--- src/wsb_pkg.sv ---
// Shared types, widths and constants of the wheel speed balancer.
package wsb_pkg;

    // Field widths
    localparam int CNT_W   = 16;   // encoder count field
    localparam int SPEED_W = 7;    // wheel speed
    localparam int AXIS_W  = 10;   // wheel axis in mm
    localparam int MPC_W   = 18;   // mm per count, fixed point
    localparam int TOTAL_W = 32;   // whole-mm total on the result
    localparam int DIST_W  = 48;   // internal distance accumulator
    localparam int BIAS_W  = 20;   // signed balance bias

    // Default parameter values
    localparam int DEF_COUNT_BITS = 16;
    localparam int DEF_FRAC_BITS  = 16;

    // Configuration port
    localparam int CFG_ADDR_W = 2;
    localparam int CFG_DATA_W = MPC_W;

    typedef enum logic [CFG_ADDR_W-1:0] {
        CFG_MAX_SPEED    = 2'd0,
        CFG_WHEEL_AXIS   = 2'd1,
        CFG_MM_PER_COUNT = 2'd2
    } cfg_idx_t;

    // Register and state reset values
    localparam logic [SPEED_W-1:0] RST_MAX_SPEED   = 7'd50;
    localparam logic [AXIS_W-1:0]  RST_WHEEL_AXIS  = 10'd150;
    localparam logic [MPC_W-1:0]   RST_MM_PER_CNT  = 18'd33470;
    localparam logic [SPEED_W-1:0] RST_WHEEL_SPEED = 7'd30;

    // A speed counts as near the maximum at 19/20 of it.
    localparam int NEAR_MAX_NUM = 20;
    localparam int NEAR_MAX_DEN = 19;

    // Input stream layout
    localparam int S_TDATA_W = 2 * CNT_W;
    localparam int LC_LSB    = 0;
    localparam int RC_LSB    = CNT_W;

    // Result stream layout
    localparam int M_FIELDS_W = 2 * SPEED_W + 2 * TOTAL_W;
    localparam int M_TDATA_W  = ((M_FIELDS_W + 7) / 8) * 8;
    localparam int LD_LSB     = 0;
    localparam int RD_LSB     = SPEED_W;
    localparam int LT_LSB     = 2 * SPEED_W;
    localparam int RT_LSB     = 2 * SPEED_W + TOTAL_W;

endpackage

--- src/wheel_speed_balancer_core.sv ---
// Top level of the wheel speed balancer: tick pipeline, state and configuration.
//
//  channel   | direction | handshake          | payload
//  ----------+-----------+--------------------+--------------------------------------------
//  s_        | in        | s_tvalid/s_tready  | tdata: left_count, right_count; tuser: error
//  m_        | out       | m_tvalid/m_tready  | tdata: drives, totals; tuser: skipped
//  cfg_      | in        | cfg_wr_en only     | cfg_addr, cfg_wr_data
//
// One tick is taken per cycle while the result is not stalled; it passes the input register and
// then the result register before m_tvalid rises. The encoder products are formed as the tick
// enters the input register; the rest of the update is combinational up to the result register.
// Reset restores the configuration defaults, the speeds, totals and bias, and empties
// both registers. A stalled result holds its data; a new tick is still taken as long as
// the input register is free or moves on in the same cycle.
module wheel_speed_balancer_core #(
    parameter int COUNT_BITS = wsb_pkg::DEF_COUNT_BITS,
    parameter int FRAC_BITS  = wsb_pkg::DEF_FRAC_BITS
) (
    input  logic                            aclk,
    input  logic                            aresetn,
    input  logic                            s_tvalid,
    output logic                            s_tready,
    input  logic [wsb_pkg::S_TDATA_W-1:0]   s_tdata,   // left_count, right_count
    input  logic                            s_tuser,   // count_error
    output logic                            m_tvalid,
    input  logic                            m_tready,
    output logic [wsb_pkg::M_TDATA_W-1:0]   m_tdata,   // left_drive, right_drive,
                                                       // left_total_mm, right_total_mm
    output logic                            m_tuser,   // skipped
    input  logic                            cfg_wr_en,
    input  logic [wsb_pkg::CFG_ADDR_W-1:0]  cfg_addr,
    input  logic [wsb_pkg::CFG_DATA_W-1:0]  cfg_wr_data
);

    localparam int SPEED_W = wsb_pkg::SPEED_W;
    localparam int DIST_W  = wsb_pkg::DIST_W;
    localparam int BIAS_W  = wsb_pkg::BIAS_W;
    localparam int MPC_W   = wsb_pkg::MPC_W;
    localparam int AXIS_W  = wsb_pkg::AXIS_W;
    localparam int TOTAL_W = wsb_pkg::TOTAL_W;
    localparam int M_TDATA_W = wsb_pkg::M_TDATA_W;
    localparam int CW  = (COUNT_BITS < wsb_pkg::CNT_W) ? COUNT_BITS : wsb_pkg::CNT_W;
    localparam int PW  = CW + MPC_W;
    localparam int DW  = PW + 1;
    localparam int TW  = ((BIAS_W + FRAC_BITS > DW) ? (BIAS_W + FRAC_BITS) : DW) + 2;
    localparam int SPW = SPEED_W + 3;
    localparam int GW  = SPEED_W + 5;

    localparam logic signed [TW-1:0] FRAC_ONES  = {{(TW-FRAC_BITS){1'b0}}, {FRAC_BITS{1'b1}}};
    localparam logic signed [TW-1:0] BIAS_MAX_T = TW'(2**(BIAS_W-1) - 1);
    localparam logic signed [TW-1:0] BIAS_MIN_T = TW'(-(2**(BIAS_W-1)));
    localparam logic signed [SPW-1:0] SPEED_TOP = SPW'(2**SPEED_W - 1);

    // Configuration registers
    logic [SPEED_W-1:0] max_speed_reg;
    logic [AXIS_W-1:0]  wheel_axis_reg;
    logic [MPC_W-1:0]   mm_per_count_reg;

    // Input register
    logic          in_valid_reg;
    logic [PW-1:0] dl_reg, dr_reg, dl_next, dr_next;
    logic          err_reg;

    // Tick state
    logic [SPEED_W-1:0]       left_speed_reg, right_speed_reg;
    logic [SPEED_W-1:0]       left_speed_next, right_speed_next;
    logic [DIST_W-1:0]        left_dist_reg, right_dist_reg;
    logic [DIST_W-1:0]        left_dist_next, right_dist_next;
    logic signed [BIAS_W-1:0] bias_reg, bias_next;

    // Result register
    logic                         out_valid_reg;
    logic [wsb_pkg::M_TDATA_W-1:0] out_data_reg;
    logic                         out_skip_reg;

    logic advance, fire;

    // Datapath intermediates
    logic signed [BIAS_W-1:0] bias_half, bias_first, bias_upd;
    logic signed [DW-1:0]     delta;
    logic [DIST_W:0]          left_sum, right_sum, drift_limit;
    logic signed [DIST_W:0]   drift_r, drift_l;
    logic [GW-1:0]            ls_x20, rs_x20, ms_x19;
    logic signed [SPW-1:0]    ms, ls, rs;
    logic [SPEED_W-1:0]       ls_upd, rs_upd;

    function automatic logic signed [BIAS_W-1:0] bias_add(
        input logic signed [BIAS_W-1:0] b,
        input logic signed [TW-1:0]     x
    );
        logic signed [TW-1:0] t;
        logic signed [TW-1:0] q;
        t = (TW'(b) <<< FRAC_BITS) + x;
        // Round toward zero before the arithmetic shift.
        if (t[TW-1]) begin
            t = t + FRAC_ONES;
        end
        q = t >>> FRAC_BITS;
        if (q > BIAS_MAX_T) begin
            return BIAS_MAX_T[BIAS_W-1:0];
        end else if (q < BIAS_MIN_T) begin
            return BIAS_MIN_T[BIAS_W-1:0];
        end
        return q[BIAS_W-1:0];
    endfunction

    function automatic logic [TOTAL_W-1:0] whole_mm(input logic [DIST_W-1:0] d);
        logic [DIST_W-1:0] w;
        w = d >> FRAC_BITS;
        return (|w[DIST_W-1:TOTAL_W]) ? {TOTAL_W{1'b1}} : w[TOTAL_W-1:0];
    endfunction

    function automatic logic [SPEED_W-1:0] speed_clamp(input logic signed [SPW-1:0] s);
        if (s < 0) begin
            return '0;
        end else if (s > SPEED_TOP) begin
            return {SPEED_W{1'b1}};
        end
        return s[SPEED_W-1:0];
    endfunction

    assign advance  = !out_valid_reg || m_tready;
    assign fire     = in_valid_reg && advance;
    assign s_tready = !in_valid_reg || advance;

    assign m_tvalid = out_valid_reg;
    assign m_tdata  = out_data_reg;
    assign m_tuser  = out_skip_reg;

    // Distance products are formed on the way into the input register.
    assign dl_next = {{MPC_W{1'b0}}, s_tdata[wsb_pkg::LC_LSB +: CW]}
                   * {{CW{1'b0}}, mm_per_count_reg};
    assign dr_next = {{MPC_W{1'b0}}, s_tdata[wsb_pkg::RC_LSB +: CW]}
                   * {{CW{1'b0}}, mm_per_count_reg};

    // Bias update
    assign bias_half  = (bias_reg + $signed({{(BIAS_W-1){1'b0}}, bias_reg[BIAS_W-1]})) >>> 1;
    assign delta      = $signed({1'b0, dr_reg}) - $signed({1'b0, dl_reg});
    assign bias_first = bias_add(bias_half, -TW'(delta));
    assign bias_upd   = (bias_first > 0) ? bias_add(bias_first, TW'(delta)) : bias_first;

    // Saturating distance totals and drift
    assign left_sum    = {1'b0, left_dist_reg} + (DIST_W+1)'(dl_reg);
    assign right_sum   = {1'b0, right_dist_reg} + (DIST_W+1)'(dr_reg);
    assign drift_limit = (DIST_W+1)'(wheel_axis_reg) << (FRAC_BITS - 2);

    always_comb begin
        logic [DIST_W-1:0] l_tot;
        logic [DIST_W-1:0] r_tot;
        l_tot = left_sum[DIST_W] ? {DIST_W{1'b1}} : left_sum[DIST_W-1:0];
        r_tot = right_sum[DIST_W] ? {DIST_W{1'b1}} : right_sum[DIST_W-1:0];
        drift_r = $signed({1'b0, r_tot}) - $signed({1'b0, l_tot});
        drift_l = $signed({1'b0, l_tot}) - $signed({1'b0, r_tot});
        left_dist_next  = err_reg ? left_dist_reg : l_tot;
        right_dist_next = err_reg ? right_dist_reg : r_tot;
    end

    // Speed update: bias step, creep toward the maximum, drift correction, clamp.
    assign ms_x19 = {{(GW-SPEED_W){1'b0}}, max_speed_reg} * GW'(wsb_pkg::NEAR_MAX_DEN);
    assign ls_x20 = {{(GW-SPEED_W){1'b0}}, left_speed_reg} * GW'(wsb_pkg::NEAR_MAX_NUM);
    assign rs_x20 = {{(GW-SPEED_W){1'b0}}, right_speed_reg} * GW'(wsb_pkg::NEAR_MAX_NUM);
    assign ms     = $signed({3'b000, max_speed_reg});

    always_comb begin
        ls = $signed({3'b000, left_speed_reg});
        rs = $signed({3'b000, right_speed_reg});
        if (bias_first < 0) begin
            if (ls_x20 < ms_x19) begin
                ls = ls + SPW'(1);
            end else begin
                rs = rs - SPW'(2);
            end
        end else if (bias_first > 0) begin
            if (rs_x20 < ms_x19) begin
                rs = rs + SPW'(1);
            end else begin
                ls = ls - SPW'(2);
            end
        end
        if (ls < ms) begin
            ls = ls + SPW'(1);
        end
        if (rs < ms) begin
            rs = rs + SPW'(1);
        end
        if (drift_r > $signed(drift_limit)) begin
            if (ls < ms) begin
                ls = ls + SPW'(1);
            end else begin
                rs = rs - SPW'(1);
            end
        end
        if (drift_l > $signed(drift_limit)) begin
            if (rs < ms) begin
                rs = rs + SPW'(1);
            end else begin
                ls = ls - SPW'(1);
            end
        end
        ls_upd = speed_clamp(ls);
        rs_upd = speed_clamp(rs);
    end

    assign left_speed_next  = err_reg ? left_speed_reg : ls_upd;
    assign right_speed_next = err_reg ? right_speed_reg : rs_upd;
    assign bias_next        = err_reg ? bias_reg : bias_upd;

    // Configuration writes
    always_ff @(posedge aclk) begin
        if (!aresetn) begin
            max_speed_reg    <= wsb_pkg::RST_MAX_SPEED;
            wheel_axis_reg   <= wsb_pkg::RST_WHEEL_AXIS;
            mm_per_count_reg <= wsb_pkg::RST_MM_PER_CNT;
        end else if (cfg_wr_en) begin
            case (wsb_pkg::cfg_idx_t'(cfg_addr))
                wsb_pkg::CFG_MAX_SPEED: begin
                    max_speed_reg <= cfg_wr_data[SPEED_W-1:0];
                end
                wsb_pkg::CFG_WHEEL_AXIS: begin
                    wheel_axis_reg <= cfg_wr_data[AXIS_W-1:0];
                end
                wsb_pkg::CFG_MM_PER_COUNT: begin
                    mm_per_count_reg <= cfg_wr_data[MPC_W-1:0];
                end
                default: begin
                end
            endcase
        end
    end

    // Input register
    always_ff @(posedge aclk) begin
        if (!aresetn) begin
            in_valid_reg <= 1'b0;
        end else if (s_tready) begin
            in_valid_reg <= s_tvalid;
        end
    end

    always_ff @(posedge aclk) begin
        if (s_tvalid && s_tready) begin
            dl_reg  <= dl_next;
            dr_reg  <= dr_next;
            err_reg <= s_tuser;
        end
    end

    // State and result register
    always_ff @(posedge aclk) begin
        if (!aresetn) begin
            left_speed_reg  <= wsb_pkg::RST_WHEEL_SPEED;
            right_speed_reg <= wsb_pkg::RST_WHEEL_SPEED;
            left_dist_reg   <= '0;
            right_dist_reg  <= '0;
            bias_reg        <= '0;
            out_valid_reg   <= 1'b0;
        end else begin
            if (advance) begin
                out_valid_reg <= in_valid_reg;
            end
            if (fire) begin
                left_speed_reg  <= left_speed_next;
                right_speed_reg <= right_speed_next;
                left_dist_reg   <= left_dist_next;
                right_dist_reg  <= right_dist_next;
                bias_reg        <= bias_next;
            end
        end
    end

    always_ff @(posedge aclk) begin
        if (fire) begin
            out_data_reg <= M_TDATA_W'({whole_mm(right_dist_next),
                                        whole_mm(left_dist_next),
                                        right_speed_next,
                                        left_speed_next});
            out_skip_reg <= err_reg;
        end
    end

endmodule

--- config.mk ---
export PLATFORM = sky130hd
export DESIGN_NAME = wheel_speed_balancer_core
export DESIGN_NICKNAME = d
export VERILOG_FILES = /design/src/wsb_pkg.sv /design/src/wheel_speed_balancer_core.sv
export SDC_FILE = /design/constraint.sdc
export NUM_CORES = 2
export LEC_CHECK = 0
export BUFFER_PORTS_ARGS = -buffer_cell sky130_fd_sc_hd__clkbuf_2
export CELL_PAD_IN_SITES_DETAIL_PLACEMENT = 0
export CELL_PAD_IN_SITES_GLOBAL_PLACEMENT = 1
export CORE_MARGIN = 3
export CORE_UTILIZATION = 46
export CTS_BUF_LIST = sky130_fd_sc_hd__clkbuf_4
export DETAILED_ROUTE_END_ITERATION = 7
export PLACE_DENSITY = 0.88
export SLEW_MARGIN = 20
export SYNTH_ARGS = -nofsm -noshare
export SYNTH_HDL_FRONTEND = slang
export SYNTH_SLANG_ARGS = --single-unit
--- constraint.sdc ---
create_clock -name aclk -period 15.34 [get_ports aclk]
set_input_delay 2.301 -clock aclk [delete_from_list [all_inputs] [get_ports aclk]]
set_output_delay 2.301 -clock aclk [all_outputs]
set_load 0.1 [all_outputs]
==> out/qor.log <==
qor: status.status complete, no violations
qor: worst_setup_path.worst_r2r_startpoint dr_reg[0]
qor: routing.drc 0
qor: yosys.number_of_enable_type_register_cells_in_the_synthesized_netlist 148
qor: min_path.hold_path.class reg2reg
qor: yosys.synth_top_cell_area_share 0.1807
qor: timing.transition_time_at_the_pin_with_the_least_slew_margin 1095 ps
qor: worst_setup_path.cp_max_fo 18
qor: yosys.synthTopCellsByCount inv_1, nand2_1, ha_1
qor: grt.globalRouteOverflowTotal 0
qor: die.initial_utilization 0.4665
qor: timing.clock_skew 137.5 ps
qor: clock_tree.cts_tree yes
qor: timing.final_hold_viol_count 0
qor: yosys.synth-main-ff-cell dfxtp_1
qor: die.ios 141
qor: worst_setup_path.setup.reg_to_reg.worst_slack 750 ps
qor: grt.grt_start_max_net_pins 77
qor: routing.wl 155600 um
qor: timing.finalMaxSlewViolations 0
qor: timing.final-setup-viol-count 0
qor: timing.final_min_period_over_clock_period 0.9513
qor: yosys.syn_area_per_cell 8.292 um2
qor: worst_setup_path.worst_path_max_delay_cell or4_1
qor: placed_design.gp_congestion 0.9788
qor: yosys.synth.most_common_cell inv_1
qor: placed_design.place.port_buffers 138
qor: placed_design.dp_hpwl 124700 um
qor: routing.first_iter_violations 2528
qor: clock_tree.cts.sink_count 315
qor: yosys.synth.yosys.warnings 0
qor: final_layout.utilization_after_layout 0.5055
qor: clock_tree.insertion_delay 980 ps
qor: grt.grt_pass1_wl 245600 um
qor: job.drv.max_cap_violation_count 0
qor: final_layout.flow.area_growth_from_synthesis 8.364%
qor: final_layout.nets 7223
qor: clock_tree.cts_inserted_buffers 93
qor: yosys.synth.cell_area 50290 um2
qor: yosys.synth-async-reset-ratio 0
qor: worst_setup_path.kind_of_start_point_of_the_critical_path register
qor: final_layout.final_layout_size_suffix_gt1_frac 0.1111
qor: worst_setup_path.reg2regPathDepth 69
qor: timing.achievable-frequency 68.53 MHz
qor: final_layout.fillerInstances 10380
qor: timing.hold_slack 455.2 ps
qor: placed_design.dpl_cell_area 52480 um2
qor: clock_tree.quantity_of_hold_fixing_buffers_added_after_cts 0
qor: routing.routed_via_density 5.786
qor: timing.worst_slew_margin_rel 0.2702
qor: die.floorplan.die.height 336.7 um
qor: min_path.worst_hold_path.num_cells 2
qor: die.core_outline_area 107800 um2
qor: worst_setup_path.crit_start dr_reg[0]
qor: clock_tree.cts.reportedPaths.clkPinSlew 70 ps
qor: worst_setup_path.worst-endpoint-required 16110 ps
qor: die.die-width 336.7 um
qor: yosys.seq_area_frac_synth 0.1548
qor: routing.via_count 44150
qor: timing.post-route-min-period 14590 ps
qor: min_path.worst_hold_path.endpoint mm_per_count_reg[17]
qor: worst_setup_path.worst-endpoint-arrival 15370 ps
qor: grt.grt_antenna_before_repair 6
qor: yosys.post_synth_inst_count 6065
qor: final_layout.largest_register_ff_count 78
qor: routing.average_wire_per_standard_cell 20.39 um
qor: grt.globalRouteTotalUtil 0.2737
qor: final_layout.stdcell_area 54500 um2
qor: die.die-area 113300 um2
qor: routing.drt_pass1_iterations 8
qor: die.placementRows 120
qor: yosys.number_of_distinct_library_cells_after_synthesis 120
qor: yosys.cell_types_occupying_the_most_area_after_synthesis fa_1, ha_1, edfxtp_1
qor: min_path.timing.hold.worst.start mm_per_count_reg[17]
qor: worst_setup_path.worstSetupEndpointType register
qor: yosys.ys_ff_latch 315
qor: grt.first_global_vias 44940
qor: worst_setup_path.timing_worst_setup_path_type reg2reg
qor: yosys.biggest_area_consumer_among_synthesized_cells fa_1
qor: worst_setup_path.critical-path-max-stage-delay 570 ps
qor: clock_tree.cts.htree.levels 3
qor: routing.antenna_violating_nets_post_route 0
qor: clock_tree.root_buffer clkbuf_4
qor: clock_tree.cts.path.max_buffers 3
qor: worst_setup_path.reg2reg_to m_tdata[12]
-- cells in the final DEF, fill, tap and decap left out, types with 31 or more instances in the layout --
master,Yosys,layout
a211oi_1,107,102
a21o_1,115,115
a21oi_1,369,355
a31oi_1,46,44
and2_1,260,257
and3_1,62,61
buf_4,6,125
clkbuf_2,2,138
clkbuf_4,0,130
dfxtp_1,167,167
edfxtp_1,148,148
fa_1,454,453
ha_1,564,560
inv_1,823,822
mux2_2,52,51
mux2i_1,33,31
nand2_1,692,688
nand2b_1,41,41
nand3_1,125,123
nand4_1,50,50
nor2_1,321,309
nor2b_1,39,37
nor3_1,90,85
o211ai_1,39,39
o21a_1,58,58
o21ai_0,173,153
o21bai_1,94,94
or2_2,44,43
xnor2_1,234,231
xor2_1,105,102
-- cells by family (layout without fill, tap and decap cells) --
kind of cell / count (synthesis) / count (layout) / synth area share
flip-flops: 315 / 315 / 0.1548
AND/OR/NAND/NOR: 1878 / 1878 / 0.1835
AO/OA/AOI/OAI: 1306 / 1306 / 0.1762
buffers and inverters: 1112 / 1272 / 0.08414
multiplexers: 85 / 85 / 0.01821
other: 1 / 4 / 0.00007456
XOR/XNOR: 344 / 344 / 0.06078
adder cells (fa/ha/maj): 1024 / 1024 / 0.3222
-- worst max-delay path by stage --
stage | endpoint | slack [ps] | depth (start not counted)
after global placement | m_tdata[12] | -40 | 68
after detailed placement | m_tdata[7] | -410 | 72
final | m_tdata[12] | 750 | 69
after floorplan | m_tdata[8] | 730 | 80
after CTS | left_speed_reg[0] | 7 | 77
after global routing | m_tdata[7] | -130 | 73
-- per-stage QoR --
step	cells	setup TNS (ps)	worst slack, ps
floorplan	6066	0	725.1
global placement	7431	-70.02	-39.61
detailed placement	7431	-8184	-411.1
CTS	7605	0	7.226
global route	7630	-1307	-134.0
finish	7631	0	747.8
-- per-layer routing --
layer / GRT usage / wire length [um]
met1: 0.3487 / 66030
met2: 0.4796 / 75390
met3: 0.03150 / 8744
met4: 0.09566 / 5404
met5: 0 / 0
-- area by class of cell --
| type | instances | area [um2] | area share |
|---|---|---|---|
| Multi-Input combinational cell | 4639 | 38840 | 0.7127 |
| Sequential cell | 315 | 7787 | 0.1429 |
| Inverter | 831 | 3122 | 0.05728 |
| Tap cell | 1403 | 1755 | 0.03221 |
| Timing Repair Buffer | 267 | 1683 | 0.03088 |
| Clock buffer | 130 | 975.9 | 0.01791 |
| Clock inverter | 44 | 327.8 | 0.006015 |
| Antenna cell | 2 | 5.005 | 0.00009183 |
-- critical path, delay by kind of cell (launching register included) --
kind / cells / cell delay (ps)
buf+inv: 4 / 690
fa+ha+maj: 5 / 1570
flops: 1 / 390
xor+xnor: 1 / 170
simple gates: 16 / 3470
compound gates: 43 / 8170
-- repair_timing --
| action | 4_1_cts | 5_1_grt |
|---|---|---|
| buffers inserted | 0 | 24 |
| pin swaps | 5 | 50 |
| setup endpoints to repair | 28 | 28 |
| gates resized for setup | 15 | 123 |
Power is not shown: default switching activity piles up to over one toggle a cycle in this logic, so the estimate is an artifact.
